### src/design/pdcp_pkg.sv
// Shared types, codes and constants for the PCM dither, clip and pack core.
package pdcp_pkg;

	// Sample format: signed Q4.28
	localparam int SAMPLE_W  = 32;
	localparam int FRAC_BITS = 28;
	// Quantized value width before packing: sign plus fraction bits
	localparam int QVAL_W    = FRAC_BITS + 1;
	localparam int MAX_EFF   = 24;
	localparam logic [7:0] OFFSET8 = 8'h80;

	// Channel word and frame widths
	localparam int WORD_W    = 32;
	localparam int PACKED_W  = 64;
	localparam int COUNT_W   = 4;
	localparam int CLIPCNT_W = 32;
	localparam int PEAK_W    = 31;

	// Stream payload widths
	localparam int S_TDATA_W = 2 * SAMPLE_W;
	localparam int M_FIELD_W = PACKED_W + COUNT_W + CLIPCNT_W + PEAK_W;
	localparam int M_TDATA_W = ((M_FIELD_W + 7) / 8) * 8;

	// Configuration register indexes
	localparam int CFG_IDX_W = 1;
	localparam int CFG_DAT_W = 2;
	localparam logic [CFG_IDX_W-1:0] REG_RESOLUTION = 1'd0;
	localparam logic [CFG_IDX_W-1:0] REG_STEREO     = 1'd1;

	// Resolution codes
	typedef logic [1:0] res_code_t;
	localparam res_code_t RES_8  = 2'd0;
	localparam res_code_t RES_16 = 2'd1;
	localparam res_code_t RES_24 = 2'd2;
	localparam res_code_t RES_32 = 2'd3;

	typedef logic signed [SAMPLE_W-1:0] sample_t;

	// Per-channel clip status handed to the shared counter and peak logic
	typedef struct packed {
		logic              clipped;
		logic              peak_ok;
		logic [PEAK_W-1:0] over;
	} quant_stat_t;

endpackage

### src/design/pdcp_quant.sv
// One channel: error feedback add, saturate, clip, quantize and word format.
module pdcp_quant (
	input  pdcp_pkg::sample_t         sample,
	input  pdcp_pkg::sample_t         err_old,
	input  pdcp_pkg::res_code_t       res_code,
	output pdcp_pkg::sample_t         err_new,
	output pdcp_pkg::quant_stat_t     stat,
	output logic [pdcp_pkg::WORD_W-1:0] word
);
	import pdcp_pkg::*;

	logic signed [SAMPLE_W:0] sum_w;
	sample_t                  sum;
	logic                     clip_hi;
	logic                     clip_lo;
	logic [QVAL_W-1:0]        q_clip;
	logic [QVAL_W-1:0]        q_mask;
	logic [QVAL_W-1:0]        q_val;
	logic [SAMPLE_W-1:0]      over_w;
	sample_t                  half_lsb;

	// Add the stored error and saturate to 32 bits
	assign sum_w = {sample[SAMPLE_W-1], sample} + {err_old[SAMPLE_W-1], err_old};
	always_comb begin
		if (sum_w[SAMPLE_W] != sum_w[SAMPLE_W-1]) begin
			sum = sum_w[SAMPLE_W] ? {1'b1, {(SAMPLE_W-1){1'b0}}} : {1'b0, {(SAMPLE_W-1){1'b1}}};
		end else begin
			sum = sum_w[SAMPLE_W-1:0];
		end
	end

	// Clip to [-1, 1)
	assign clip_hi = !sum[SAMPLE_W-1] && (|sum[SAMPLE_W-2:FRAC_BITS]);
	assign clip_lo = sum[SAMPLE_W-1] && !(&sum[SAMPLE_W-2:FRAC_BITS]);

	always_comb begin
		priority if (clip_hi) begin
			q_clip = {1'b0, {FRAC_BITS{1'b1}}};
			over_w = sum - {{(SAMPLE_W-FRAC_BITS){1'b0}}, {FRAC_BITS{1'b1}}};
		end else if (clip_lo) begin
			q_clip = {1'b1, {FRAC_BITS{1'b0}}};
			over_w = {{(SAMPLE_W-FRAC_BITS){1'b1}}, {FRAC_BITS{1'b0}}} - sum;
		end else begin
			q_clip = sum[QVAL_W-1:0];
			over_w = '0;
		end
	end

	// Low-bit mask and peak-update error bound (2**(width-1)) for the selected width
	always_comb begin
		unique case (res_code)
			RES_8: begin
				q_mask   = QVAL_W'(29'h01F_FFFF);
				half_lsb = SAMPLE_W'(32'sd128);
			end
			RES_16: begin
				q_mask   = QVAL_W'(29'h000_1FFF);
				half_lsb = SAMPLE_W'(32'sd32768);
			end
			default: begin
				q_mask   = QVAL_W'(29'h000_001F);
				half_lsb = SAMPLE_W'(32'sd8388608);
			end
		endcase
	end

	assign q_val   = q_clip & ~q_mask;
	assign err_new = sum - {{(SAMPLE_W-QVAL_W){q_val[QVAL_W-1]}}, q_val};

	assign stat.clipped = clip_hi || clip_lo;
	assign stat.peak_ok = (err_old < half_lsb) && (err_old > -half_lsb);
	assign stat.over    = over_w[PEAK_W-1:0];

	// Format the channel word, low byte first
	always_comb begin
		unique case (res_code)
			RES_8:   word = {24'd0, q_val[QVAL_W-1:QVAL_W-8] ^ OFFSET8};
			RES_16:  word = {16'd0, q_val[QVAL_W-1:QVAL_W-16]};
			RES_24:  word = {8'd0, q_val[QVAL_W-1:QVAL_W-MAX_EFF]};
			default: word = {q_val[QVAL_W-1:QVAL_W-MAX_EFF], 8'd0};
		endcase
	end

endmodule

### src/design/pdcp_pack.sv
// Frame packer: joins left and right channel words and counts valid bytes.
module pdcp_pack (
	input  logic [pdcp_pkg::WORD_W-1:0]   word_l,
	input  logic [pdcp_pkg::WORD_W-1:0]   word_r,
	input  pdcp_pkg::res_code_t           res_code,
	input  logic                          stereo,
	output logic [pdcp_pkg::PACKED_W-1:0] packed_data,
	output logic [pdcp_pkg::COUNT_W-1:0]  byte_count
);
	import pdcp_pkg::*;

	logic [PACKED_W-1:0] right_pos;
	logic [2:0]          nbytes;

	// Place the right word just above the left word's bytes
	always_comb begin
		unique case (res_code)
			RES_8:   right_pos = {24'd0, word_r, 8'd0};
			RES_16:  right_pos = {16'd0, word_r, 16'd0};
			RES_24:  right_pos = {8'd0, word_r, 24'd0};
			default: right_pos = {word_r, 32'd0};
		endcase
	end

	assign packed_data = {{(PACKED_W-WORD_W){1'b0}}, word_l} | (stereo ? right_pos : '0);

	assign nbytes     = {1'b0, res_code} + 3'd1;
	assign byte_count = stereo ? {nbytes, 1'b0} : {1'b0, nbytes};

endmodule

### src/design/pcm_dither_clip_pack_core.sv
// Top level: input register, per-channel quantizers, packer and result register.
// Path: an accepted input beat passes the input register, then the result register,
// before its result beat shows on m_tvalid.
// Throughput: 1 frame per cycle unless m_tready stalls; the error, clip counter
// and peak load together with the result register, so the next frame sees them at once.
// Reset: arst_n clears valids, errors, clip counter and peak; resolution_code
// resets to 16-bit and stereo_mode to stereo.
module pcm_dither_clip_pack_core (
	input  logic                           clk,
	input  logic                           arst_n,
	// Configuration write port
	input  logic                           cfg_wr_en,
	input  logic [pdcp_pkg::CFG_IDX_W-1:0] cfg_index,
	input  logic [pdcp_pkg::CFG_DAT_W-1:0] cfg_data,
	// Input stream
	input  logic                           s_tvalid,
	output logic                           s_tready,
	input  logic [pdcp_pkg::S_TDATA_W-1:0] s_tdata,  // left_sample[31:0], right_sample[63:32]
	input  logic                           s_tlast,  // block_end
	// Output stream
	output logic                           m_tvalid,
	input  logic                           m_tready,
	// packed_data[63:0], byte_count[67:64], clip_total[99:68], clip_peak[130:100], zero pad
	output logic [pdcp_pkg::M_TDATA_W-1:0] m_tdata,
	output logic                           m_tlast   // block_end_out
);
	import pdcp_pkg::*;

	// Configuration and channel state
	res_code_t              res_q;
	logic                   stereo_q;
	sample_t                left_err_q;
	sample_t                right_err_q;
	logic [CLIPCNT_W-1:0]   clip_cnt_q;
	logic [PEAK_W-1:0]      peak_q;

	// Input stage
	logic                   vld_s1;
	sample_t                left_s1;
	sample_t                right_s1;
	logic                   last_s1;

	// Result stage
	logic                   vld_s2;
	logic [PACKED_W-1:0]    packed_s2;
	logic [COUNT_W-1:0]     count_s2;
	logic [CLIPCNT_W-1:0]   clip_cnt_s2;
	logic [PEAK_W-1:0]      peak_s2;
	logic                   last_s2;

	logic                   advance;
	logic                   fire;
	sample_t                left_err_nx;
	sample_t                right_err_nx;
	quant_stat_t            stat_l;
	quant_stat_t            stat_r;
	logic [WORD_W-1:0]      word_l;
	logic [WORD_W-1:0]      word_r;
	logic [PACKED_W-1:0]    packed_nx;
	logic [COUNT_W-1:0]     count_nx;
	logic [PEAK_W-1:0]      peak_mid;
	logic [PEAK_W-1:0]      peak_nx;
	logic [1:0]             clip_inc;
	logic [CLIPCNT_W:0]     clip_sum;
	logic [CLIPCNT_W-1:0]   clip_cnt_nx;

	// Handshake: the result register frees the input stage
	assign advance  = !vld_s2 || m_tready;
	assign s_tready = !vld_s1 || advance;
	assign fire     = vld_s1 && advance;

	pdcp_quant u_quant_l (
		.sample   (left_s1),
		.err_old  (left_err_q),
		.res_code (res_q),
		.err_new  (left_err_nx),
		.stat     (stat_l),
		.word     (word_l)
	);

	pdcp_quant u_quant_r (
		.sample   (right_s1),
		.err_old  (right_err_q),
		.res_code (res_q),
		.err_new  (right_err_nx),
		.stat     (stat_r),
		.word     (word_r)
	);

	pdcp_pack u_pack (
		.word_l      (word_l),
		.word_r      (word_r),
		.res_code    (res_q),
		.stereo      (stereo_q),
		.packed_data (packed_nx),
		.byte_count  (count_nx)
	);

	// Raise the peak: left channel first, right against the updated value
	always_comb begin
		peak_mid = peak_q;
		if (stat_l.clipped && stat_l.peak_ok && (stat_l.over > peak_q)) begin
			peak_mid = stat_l.over;
		end
		peak_nx = peak_mid;
		if (stereo_q && stat_r.clipped && stat_r.peak_ok && (stat_r.over > peak_mid)) begin
			peak_nx = stat_r.over;
		end
	end

	// Bump the clip counter, hold at full scale
	assign clip_inc    = {1'b0, stat_l.clipped} + {1'b0, stereo_q && stat_r.clipped};
	assign clip_sum    = {1'b0, clip_cnt_q} + {{(CLIPCNT_W-1){1'b0}}, clip_inc};
	assign clip_cnt_nx = clip_sum[CLIPCNT_W] ? '1 : clip_sum[CLIPCNT_W-1:0];

	// Control and state registers
	always_ff @(posedge clk or negedge arst_n) begin
		if (!arst_n) begin
			res_q       <= RES_16;
			stereo_q    <= 1'b1;
			left_err_q  <= '0;
			right_err_q <= '0;
			clip_cnt_q  <= '0;
			peak_q      <= '0;
			vld_s1      <= 1'b0;
			vld_s2      <= 1'b0;
		end else begin
			if (cfg_wr_en) begin
				unique case (cfg_index)
					REG_RESOLUTION: res_q    <= cfg_data;
					REG_STEREO:     stereo_q <= cfg_data[0];
					default: ;
				endcase
			end
			if (s_tready) begin
				vld_s1 <= s_tvalid;
			end
			if (advance) begin
				vld_s2 <= vld_s1;
			end
			if (fire) begin
				left_err_q <= left_err_nx;
				if (stereo_q) begin
					right_err_q <= right_err_nx;
				end
				clip_cnt_q <= clip_cnt_nx;
				peak_q     <= peak_nx;
			end
		end
	end

	// Payload registers
	always_ff @(posedge clk) begin
		if (s_tready && s_tvalid) begin
			left_s1  <= s_tdata[SAMPLE_W-1:0];
			right_s1 <= s_tdata[S_TDATA_W-1:SAMPLE_W];
			last_s1  <= s_tlast;
		end
		if (fire) begin
			packed_s2   <= packed_nx;
			count_s2    <= count_nx;
			clip_cnt_s2 <= clip_cnt_nx;
			peak_s2     <= peak_nx;
			last_s2     <= last_s1;
		end
	end

	assign m_tvalid = vld_s2;
	assign m_tlast  = last_s2;
	assign m_tdata  = {{(M_TDATA_W-M_FIELD_W){1'b0}}, peak_s2, clip_cnt_s2, count_s2, packed_s2};

endmodule

### config.mk
export PLATFORM = sky130hd
export DESIGN_NAME = pcm_dither_clip_pack_core
export DESIGN_NICKNAME = d
export VERILOG_FILES = /design/src/design/pdcp_pkg.sv /design/src/design/pdcp_quant.sv /design/src/design/pdcp_pack.sv /design/src/design/pcm_dither_clip_pack_core.sv
export SDC_FILE = /design/constraint.sdc
export NUM_CORES = 1
export LEC_CHECK = 0
export CORE_MARGIN = 4
export CORE_UTILIZATION = 40
export DETAILED_ROUTE_END_ITERATION = 8
export DONT_BUFFER_PORTS = 1
export GPL_ROUTABILITY_DRIVEN = 0
export GPL_TIMING_DRIVEN = 0
export HOLD_SLACK_MARGIN = 0.02
export PLACE_DENSITY = 0.61
export SYNTH_ARGS = -nofsm -noshare
export SYNTH_HDL_FRONTEND = slang
export SYNTH_HIERARCHICAL = 1
export SYNTH_SLANG_ARGS = --single-unit
### constraint.sdc
create_clock -name clk -period 13.8 [get_ports clk]
set_clock_uncertainty 0.2 [all_clocks]
set_input_delay 1.38 -clock clk [delete_from_list [all_inputs] [get_ports clk]]
set_output_delay 1.38 -clock clk [all_outputs]
set_load 0.005 [all_outputs]
Yosys cells after proc, flatten, opt, wreduce, memory -nomap -nowiden:

Cells that the tools add are included.

* add/subtract/negate cells: 12
* order comparisons: 6
* equality and inequality tests: 4
* multiplexer cells: 22
* bitwise logic cells: 7
* reduce and logical (&&, ||, !) cells: 31

Operator list (count)
* 32-bit case mux with 3 select lines: 2
* 64-bit case mux with 3 select lines: 1
* 31-bit two-way mux: 6
* 32-bit two-way mux: 5
* 29-bit two-way mux: 4
* 32-bit by 32-bit adder with 33-bit output: 2
* 32-bit greater-than comparator: 2
* 32-bit by 25-bit < comparator with 1-bit output: 2
* 64-bit two-way mux: 1
* 32-bit by 64-bit bitwise OR with 64-bit output: 1
* 32-bit subtractor: 2
* 31-bit greater-than comparator: 2
* 31-bit by 28-bit subtractor with 31-bit output, second input constant: 2
* 31-bit subtractor, first input constant: 2
* 29-bit bitwise AND: 2
* 24-bit case mux with 2 select lines: 1
* 21-bit case mux with 2 select lines: 1
* 32-bit by 2-bit adder with 33-bit output: 1
* 24-bit negator with 32-bit output: 1
* 29-bit NOT: 1
* 1-bit logical AND: 13
* 1-bit zero test: 6
* 2-bit AND reduction: 3
* 3-bit AND reduction: 2
* other kinds (10): 17

* register bits after elaboration: 329
* input bits: 73
* output and inout port bits: 139
* logic and storage cells: 100

Longest topological paths before layout:

Gate-level depths: netlist of the first run.

* depth in word-level cells: 14
* gate-level depth with buffers: 50

Hierarchy:

Netlist of the first run, hierarchy kept.

By module, submodules not included
* pcm_dither_clip_pack_core: instances 1, cells an instance 1206, area an instance 14741.6 um2, sequential area each 9221.3 um2
* pdcp_quant (u_quant_r): instances 1, cells an instance 1018, area an instance 6904.1 um2, sequential area each 0.0 um2
* pdcp_quant (u_quant_l): instances 1, cells an instance 1021, area an instance 6900.4 um2, sequential area each 0.0 um2
* pdcp_pack: instances 1, cells an instance 171, area an instance 1207.4 um2, sequential area each 0.0 um2

Least setup slack after synthesis of the first run:

No wires, ideal clock.

* path kind: reg2reg
* start point: reg left_err_q[14]
* end point: reg peak_s2[0] (data pin)
* library setup time: 0.260 ns
* data arrival time: 10.425 ns
* required time: 13.340 ns
* slack: 2.915 ns
* cell stages (with the launch flop): 49
* buffers on the path: 10
* path through: dfrtp_1 -> ha_1 -> buf_2 -> nand2_1 -> o21a_1 -> o21ai_0 -> o31ai_4 -> o211a_4 -> nor3_2 -> nor3_1 -> nor2b_1 -> nor2_1 -> xor2_1 -> ha_1 -> buf_2 -> buf_2 -> buf_2 -> clkbuf_1 -> [... 13 more ...] -> nor4_2 -> or3b_1 -> a21oi_2 -> or2_2 -> clkbuf_1 -> clkbuf_1 -> a21boi_0 -> ha_1 -> nand4_1 -> or3_1 -> or4_1 -> nor4_1 -> nand3_1 -> nand4b_1 -> or4b_1 -> buf_4 -> buf_2 -> mux2_2

RTL lines
* start, declared: RTL line pcm_dither_clip_pack_core.sv:32 `sample_t left_err_q;`
* start signal, assigned: RTL line pcm_dither_clip_pack_core.sv:142 `left_err_q <= left_err_nx;`
* end signal, assigned: RTL line pcm_dither_clip_pack_core.sv:163 `peak_s2 <= peak_nx;`
* end, declared: RTL line pcm_dither_clip_pack_core.sv:48 `logic [PEAK_W-1:0] peak_s2;`

==> results of run 1 <==
## registers in the layout, indices dropped and copies added (netlist names), 32 cells and up
signal and count:
clip_cnt_q 32, clip_cnt_s2 32, left_err_q 32, left_s1 32
packed_s2 64, right_err_q 32, right_s1 32
## final timing paths
check                      slack [ns]              to  cells after the start          start
setup / recovery                 0.75     peak_s2[28]                     47  left_err_q[8]
hold / removal                   0.22         m_tlast                      0        last_s1
setup reg to reg                 0.75     peak_s2[28]                     47  left_err_q[8]
hold reg to reg                  0.22         m_tlast                      0        last_s1
max in group asynchronous       12.82        res_q[0]                      0         arst_n
min in group asynchronous        0.28  left_err_q[11]                      0         arst_n
## kinds of logic (layout without fill, tap and decap cells)
family	Yosys count	in the layout	synth area share [%]
simple gates	1222	1222	20.7
compound gates	1021	1021	23.8
flops	329	329	31.0
buf+inv	328	407	5.08
fa+ha+maj	241	241	10.3
xor+xnor	181	181	5.35
mux	91	91	3.76
other cells	3	14	0.0378
## cells in the mapped netlist, types with 73 or more instances
master    count
nand3_1      85
clkbuf_1     73
nand2_1     405
inv_1       136
nand4_1      83
o21ai_0     151
edfxtp_1    197
ha_1        236
a21oi_1     256
dfrtp_1     130
nor2_1      254
xnor2_1     139
## layer usage
layer	vias to the layer above	GRT usage (%)	share of wire, %
met3	199	5.89	9.7
met1	13100	35.0	43
met4	0	6.26	2.7
met5	-	0	0
met2	1315	40.2	45
li1	12800	-	-
## placed cells by master (no fill, tap or decap), drive strengths merged, types with 114 or more instances in the layout
master,instances
ha,236
a21oi,264
inv,150
o21ai,173
dfrtp,130
nand2,406
clkbuf,117
nor2,259
xnor2,140
edfxtp,197
buf,114
## per-stage QoR
stage                     cells  setup TNS, ns  util [%]  area, µm²
after floorplan            3426              0         -      29800
after global placement     4385          -2.58      42.3      31000
after detailed placement   4388          -1.12      42.4      31100
after CTS                  4463              0      44.3      32500
after global routing       4464              0      44.3      32500
final                      4465              0      44.3      32500
## timing repair
item	CTS	global route
setup endpoints to repair	25	62
buffers inserted	0	2
resized for setup	1	19
pin swaps	0	2
## critical path: cells and delay by family, from the launching register on
family,cells,cell delay [ns]
compound gates,11,2.48
buf+inv,9,2.43
flops,1,0.42
fa+ha+maj,5,1.85
simple gates,20,5.10
xor+xnor,2,0.23
## layout make-up
type                            instances  area (µm²)
Inverter                              145         544
Tap cell                              959        1200
Fill cell                            7319       40800
Clock buffer                           45        1070
Multi-Input combinational cell       2769       19100
Antenna cell                            1        2.50
Buffer                                181         972
Timing Repair Buffer                    5        90.1
Sequential cell                       329        9220
Clock inverter                         31         319
==> flow_summary.yaml, run 1 <==
flow_run:
  max-cap-violations: 0
yosys:
  synth_enable_flop_cells: 197
  synth_top_area_share_pct: 19.9
  synth_cell_types: 138
  yosys_warnings: 6
  synth_top_area_cell: "edfxtp_1"
  synth_area_leaders: "edfxtp_1 (20%), dfrtp_1 (11%), ha_1 (9.9%)"
  synth_ff_type: "edfxtp_1"
  synth_area_um2: 29800
  syn_area_per_cell_um2: 8.71
  ys_ff_latch: 329
  synth_seq_area_share_pct: 31.0
  netlist_instances: 3416
  synth-async-reset-ratio_pct: 40.1
floorplanning:
  die_x_um: 281
  core_area_um2: 73300
  initial_core_util_pct: 40.6
  die_area_um2: 78800
  dieHeight_um: 281
  io-pin-count: 212
  num_rows: 99
clock_network:
  root_buffer: "clkbuf_16"
  clk_pin_slew_worst_paths_ns: 0.06
  holdBufCountCts: 0
  cts_buffers: 41
  cts.sinks: 329
  cts_tree: "yes"
  clockBufferDepth: 3
  htree_levels: 2
  clk_latency_ns: 0.60
detailed_routing:
  drt_iter0_drc: 3059
  wl_per_cell_um: 23.3
  vias: 27500
  wirelength_um: 104000
  routed_via_density: 6.16
  antenna_left: 0
  drc_errors: 0
  drt_first_pass_iters: 7
placed_design:
  port_buffers: 0
  place_ws_ns: -0.129
  dp_hpwl_um: 81400
grt:
  grt_pass1_vias: 25500
  grt_pass1_wl_um: 157000
  grt-ovfl-total: 0
  grt_max_degree: 133
  antenna_found_initial: 0
  grtUsageTotal_pct: 25.3
sta:
  max_clock_freq_ghz: 0.0766
  fin_crit_sh_pct: 94.6
  finalCriticalPeriod_ns: 13.05
  setup_ws_ns: 0.750
  rsz0062_at_grt: "false"
  worstMarginPinSlew_ns: 1.15
  setup_viol: 0
  drv_slew: 0
  maxSlewHeadroom_pct: 22.7
  finalHoldViolations: 0
  hold_slack_ns: 0.220
critical_path:
  worst_setup_path_end_kind: "flop"
  path_max_fanout: 28
  crit_required_ns: 13.93
  critical_path_class: "reg2reg"
  critical_path_arrival_ns: 13.18
  startpoint_type: "flop"
  cpPeakStageDelay_ns: 0.62
  slowest_stage: "or4_1"
run_status:
  status: "completed"
finish:
  area_delta_synth_final_pct: 9.29
  nets: 3786
  layout-drive-gt1-share_pct: 11.3
worst_hold_path:
  hp-class: "reg2reg"
Power of run 1 is not shown: default switching activity piles up to over one toggle a cycle in this logic, so the estimate is an artifact.
==> inputs of run 2 (changes only) <==
Settings changed: GPL_TIMING_DRIVEN 0 to not set.
==> run 2 against run 1 <==
Routed wire length down 7.0%. Global-route usage shrank 1.5 points. First-iteration DRC count fell by 10%. Sequential cell count stayed put. Non-clock buffer count down 158. Fmax is 6.0% higher. Die area did not move. Via count decreased by 4.1%. Worst setup slack improved by 0.74 ns. Sequential share of layout area is 0.75 points higher. Hold slack better by 0.0011 ns. Critical path type unchanged. Highest routed layer unchanged.
==> flow_summary.yaml, run 2 (synthesized netlist as in run 1, its figures left out) <==
run_status:
  status: "completed"
floorplanning:
  dieHeight_um: 281
  die_x_um: 281
  initial_core_util_pct: 40.6
  io-pin-count: 212
  num_rows: 99
  die_area_um2: 78800
  core_area_um2: 73300
sta:
  worstMarginPinSlew_ns: 1.17
  maxSlewHeadroom_pct: 20.3
  rsz0062_at_grt: "false"
  fin_crit_sh_pct: 89.2
  finalCriticalPeriod_ns: 12.31
  finalHoldViolations: 0
  setup_viol: 0
  drv_slew: 0
  fin_setup_tns_ns: 0
  max_clock_freq_ghz: 0.0812
critical_path:
  slowest_stage: "or4_1"
  cpPeakStageDelay_ns: 0.59
  startpoint_type: "flop"
  worst_setup_path_end_kind: "flop"
  reg2reg_depth: 42
  crit_required_ns: 13.91
  path_max_fanout: 76
  cp_common_cell: "ha_1"
  critical_path_class: "reg2reg"
  critical_path_arrival_ns: 12.43
clock_network:
  cts_buffers: 41
  cts_tree: "yes"
  clockBufferDepth: 3
  clk_pin_slew_worst_paths_ns: 0.06
  clk_latency_ns: 0.61
  cts_resized: 0
  holdBufCountCts: 0
  htree_levels: 2
  root_buffer: "clkbuf_16"
  cts.sinks: 329
  post-cts-setup-buffer-count: 0
finish:
  final_cells: 4306
  final_area_um2: 31700
  fin_util_pct: 43.2
  top_register: "packed_s2"
  area_delta_synth_final_pct: 6.49
  nets: 3628
  largest_reg_flops: 64
  final_cell_mix: "nand2_1 (404), a21oi_1 (256), nor2_1 (253)"
  layout-drive-gt1-share_pct: 9.20
  num_antenna_cells: 0
  layout_commonest_cell: "nand2_1"
worst_hold_path:
  hold_depth: 0
  hp-class: "reg2reg"
placed_design:
  dp_hpwl_um: 73100
  dp_cells: 4230
  dpl-instance-area_um2: 30300
  port_buffers: 0
grt:
  grt_pass1_wl_um: 149000
  grt_pass1_vias: 24600
  grt-ovfl-total: 0
  antenna_found_initial: 0
  grt_max_degree: 133
  grtUsageTotal_pct: 23.8
detailed_routing:
  wirelength_um: 96700
  drt_first_pass_iters: 8
  antenna_left: 0
  drt_iter0_drc: 2748
  drc_errors: 0
  vias: 26400
  wl_per_cell_um: 22.5
  routed_via_density: 6.13
flow_run:
  max-cap-violations: 0
==> run 2: cell count changes in the layout (fill, tap and decap cells not counted), moves of 3 or more <==
cell / before / now
clkinv_4: 6 / 2
buf_6: 18 / 0
clkbuf_2: 5 / 0
a21oi_2: 13 / 8
buf_1: 12 / 0
a21oi_1: 251 / 256
buf_2: 61 / 0
clkinvlp_4: 5 / 2
clkbuf_1: 67 / 9
clkbuf_8: 1 / 4
buf_4: 20 / 27
==> run 2: layout make-up <==
cell class | count | area [µm²]
Tap cell | 959 | 1200
Inverter | 145 | 552
Sequential cell | 329 | 9220
Clock inverter | 21 | 270
Multi-Input combinational cell | 2769 | 19100
Clock buffer | 55 | 1140
Fill cell | 7302 | 41600
Timing Repair Buffer | 28 | 223
==> run 2: worst paths after layout <==
check / startpoint / to / slack (ns)
max: left_err_q[12] / peak_s2[0] / 1.49
min: last_s1 / m_tlast / 0.22
max reg2reg: left_err_q[12] / peak_s2[0] / 1.49
min reg2reg: last_s1 / m_tlast / 0.22
max in group asynchronous: arst_n / stereo_q / 12.78
min in group asynchronous: arst_n / left_err_q[14] / 0.27
==> run 2: worst max-delay path, delay by kind of cell (launching register included) <==
kind / cells / cell delay (ns)
fa+ha+maj: 5 / 1.91
xor+xnor: 2 / 0.33
buf+inv: 3 / 1.21
flops: 1 / 0.41
mux: 1 / 0.37
compound gates: 10 / 2.29
simple gates: 21 / 5.26
==> run 2: per-layer routing <==
metal	vias up	part of all wire [%]	global-route usage (%)	wire length, µm
li1	12500	-	-	-
met2	1063	45	38.0	43600
met1	12600	44	33.0	42300
met5	-	0	0	0
met4	0	3.1	6.61	3000
met3	165	8.0	4.73	7760
==> run 2: stage by stage <==
stage,worst slack [ns],hold WS (ns)
6_report,1.49,0.221
5_1_grt,0.627,0.225
4_1_cts,1.64,0.222
3_5_place_dp,1.71,0.208
3_3_place_gp,1.97,0.204
2_1_floorplan,2.92,0.200
Power of run 2 is left out for the same reason.
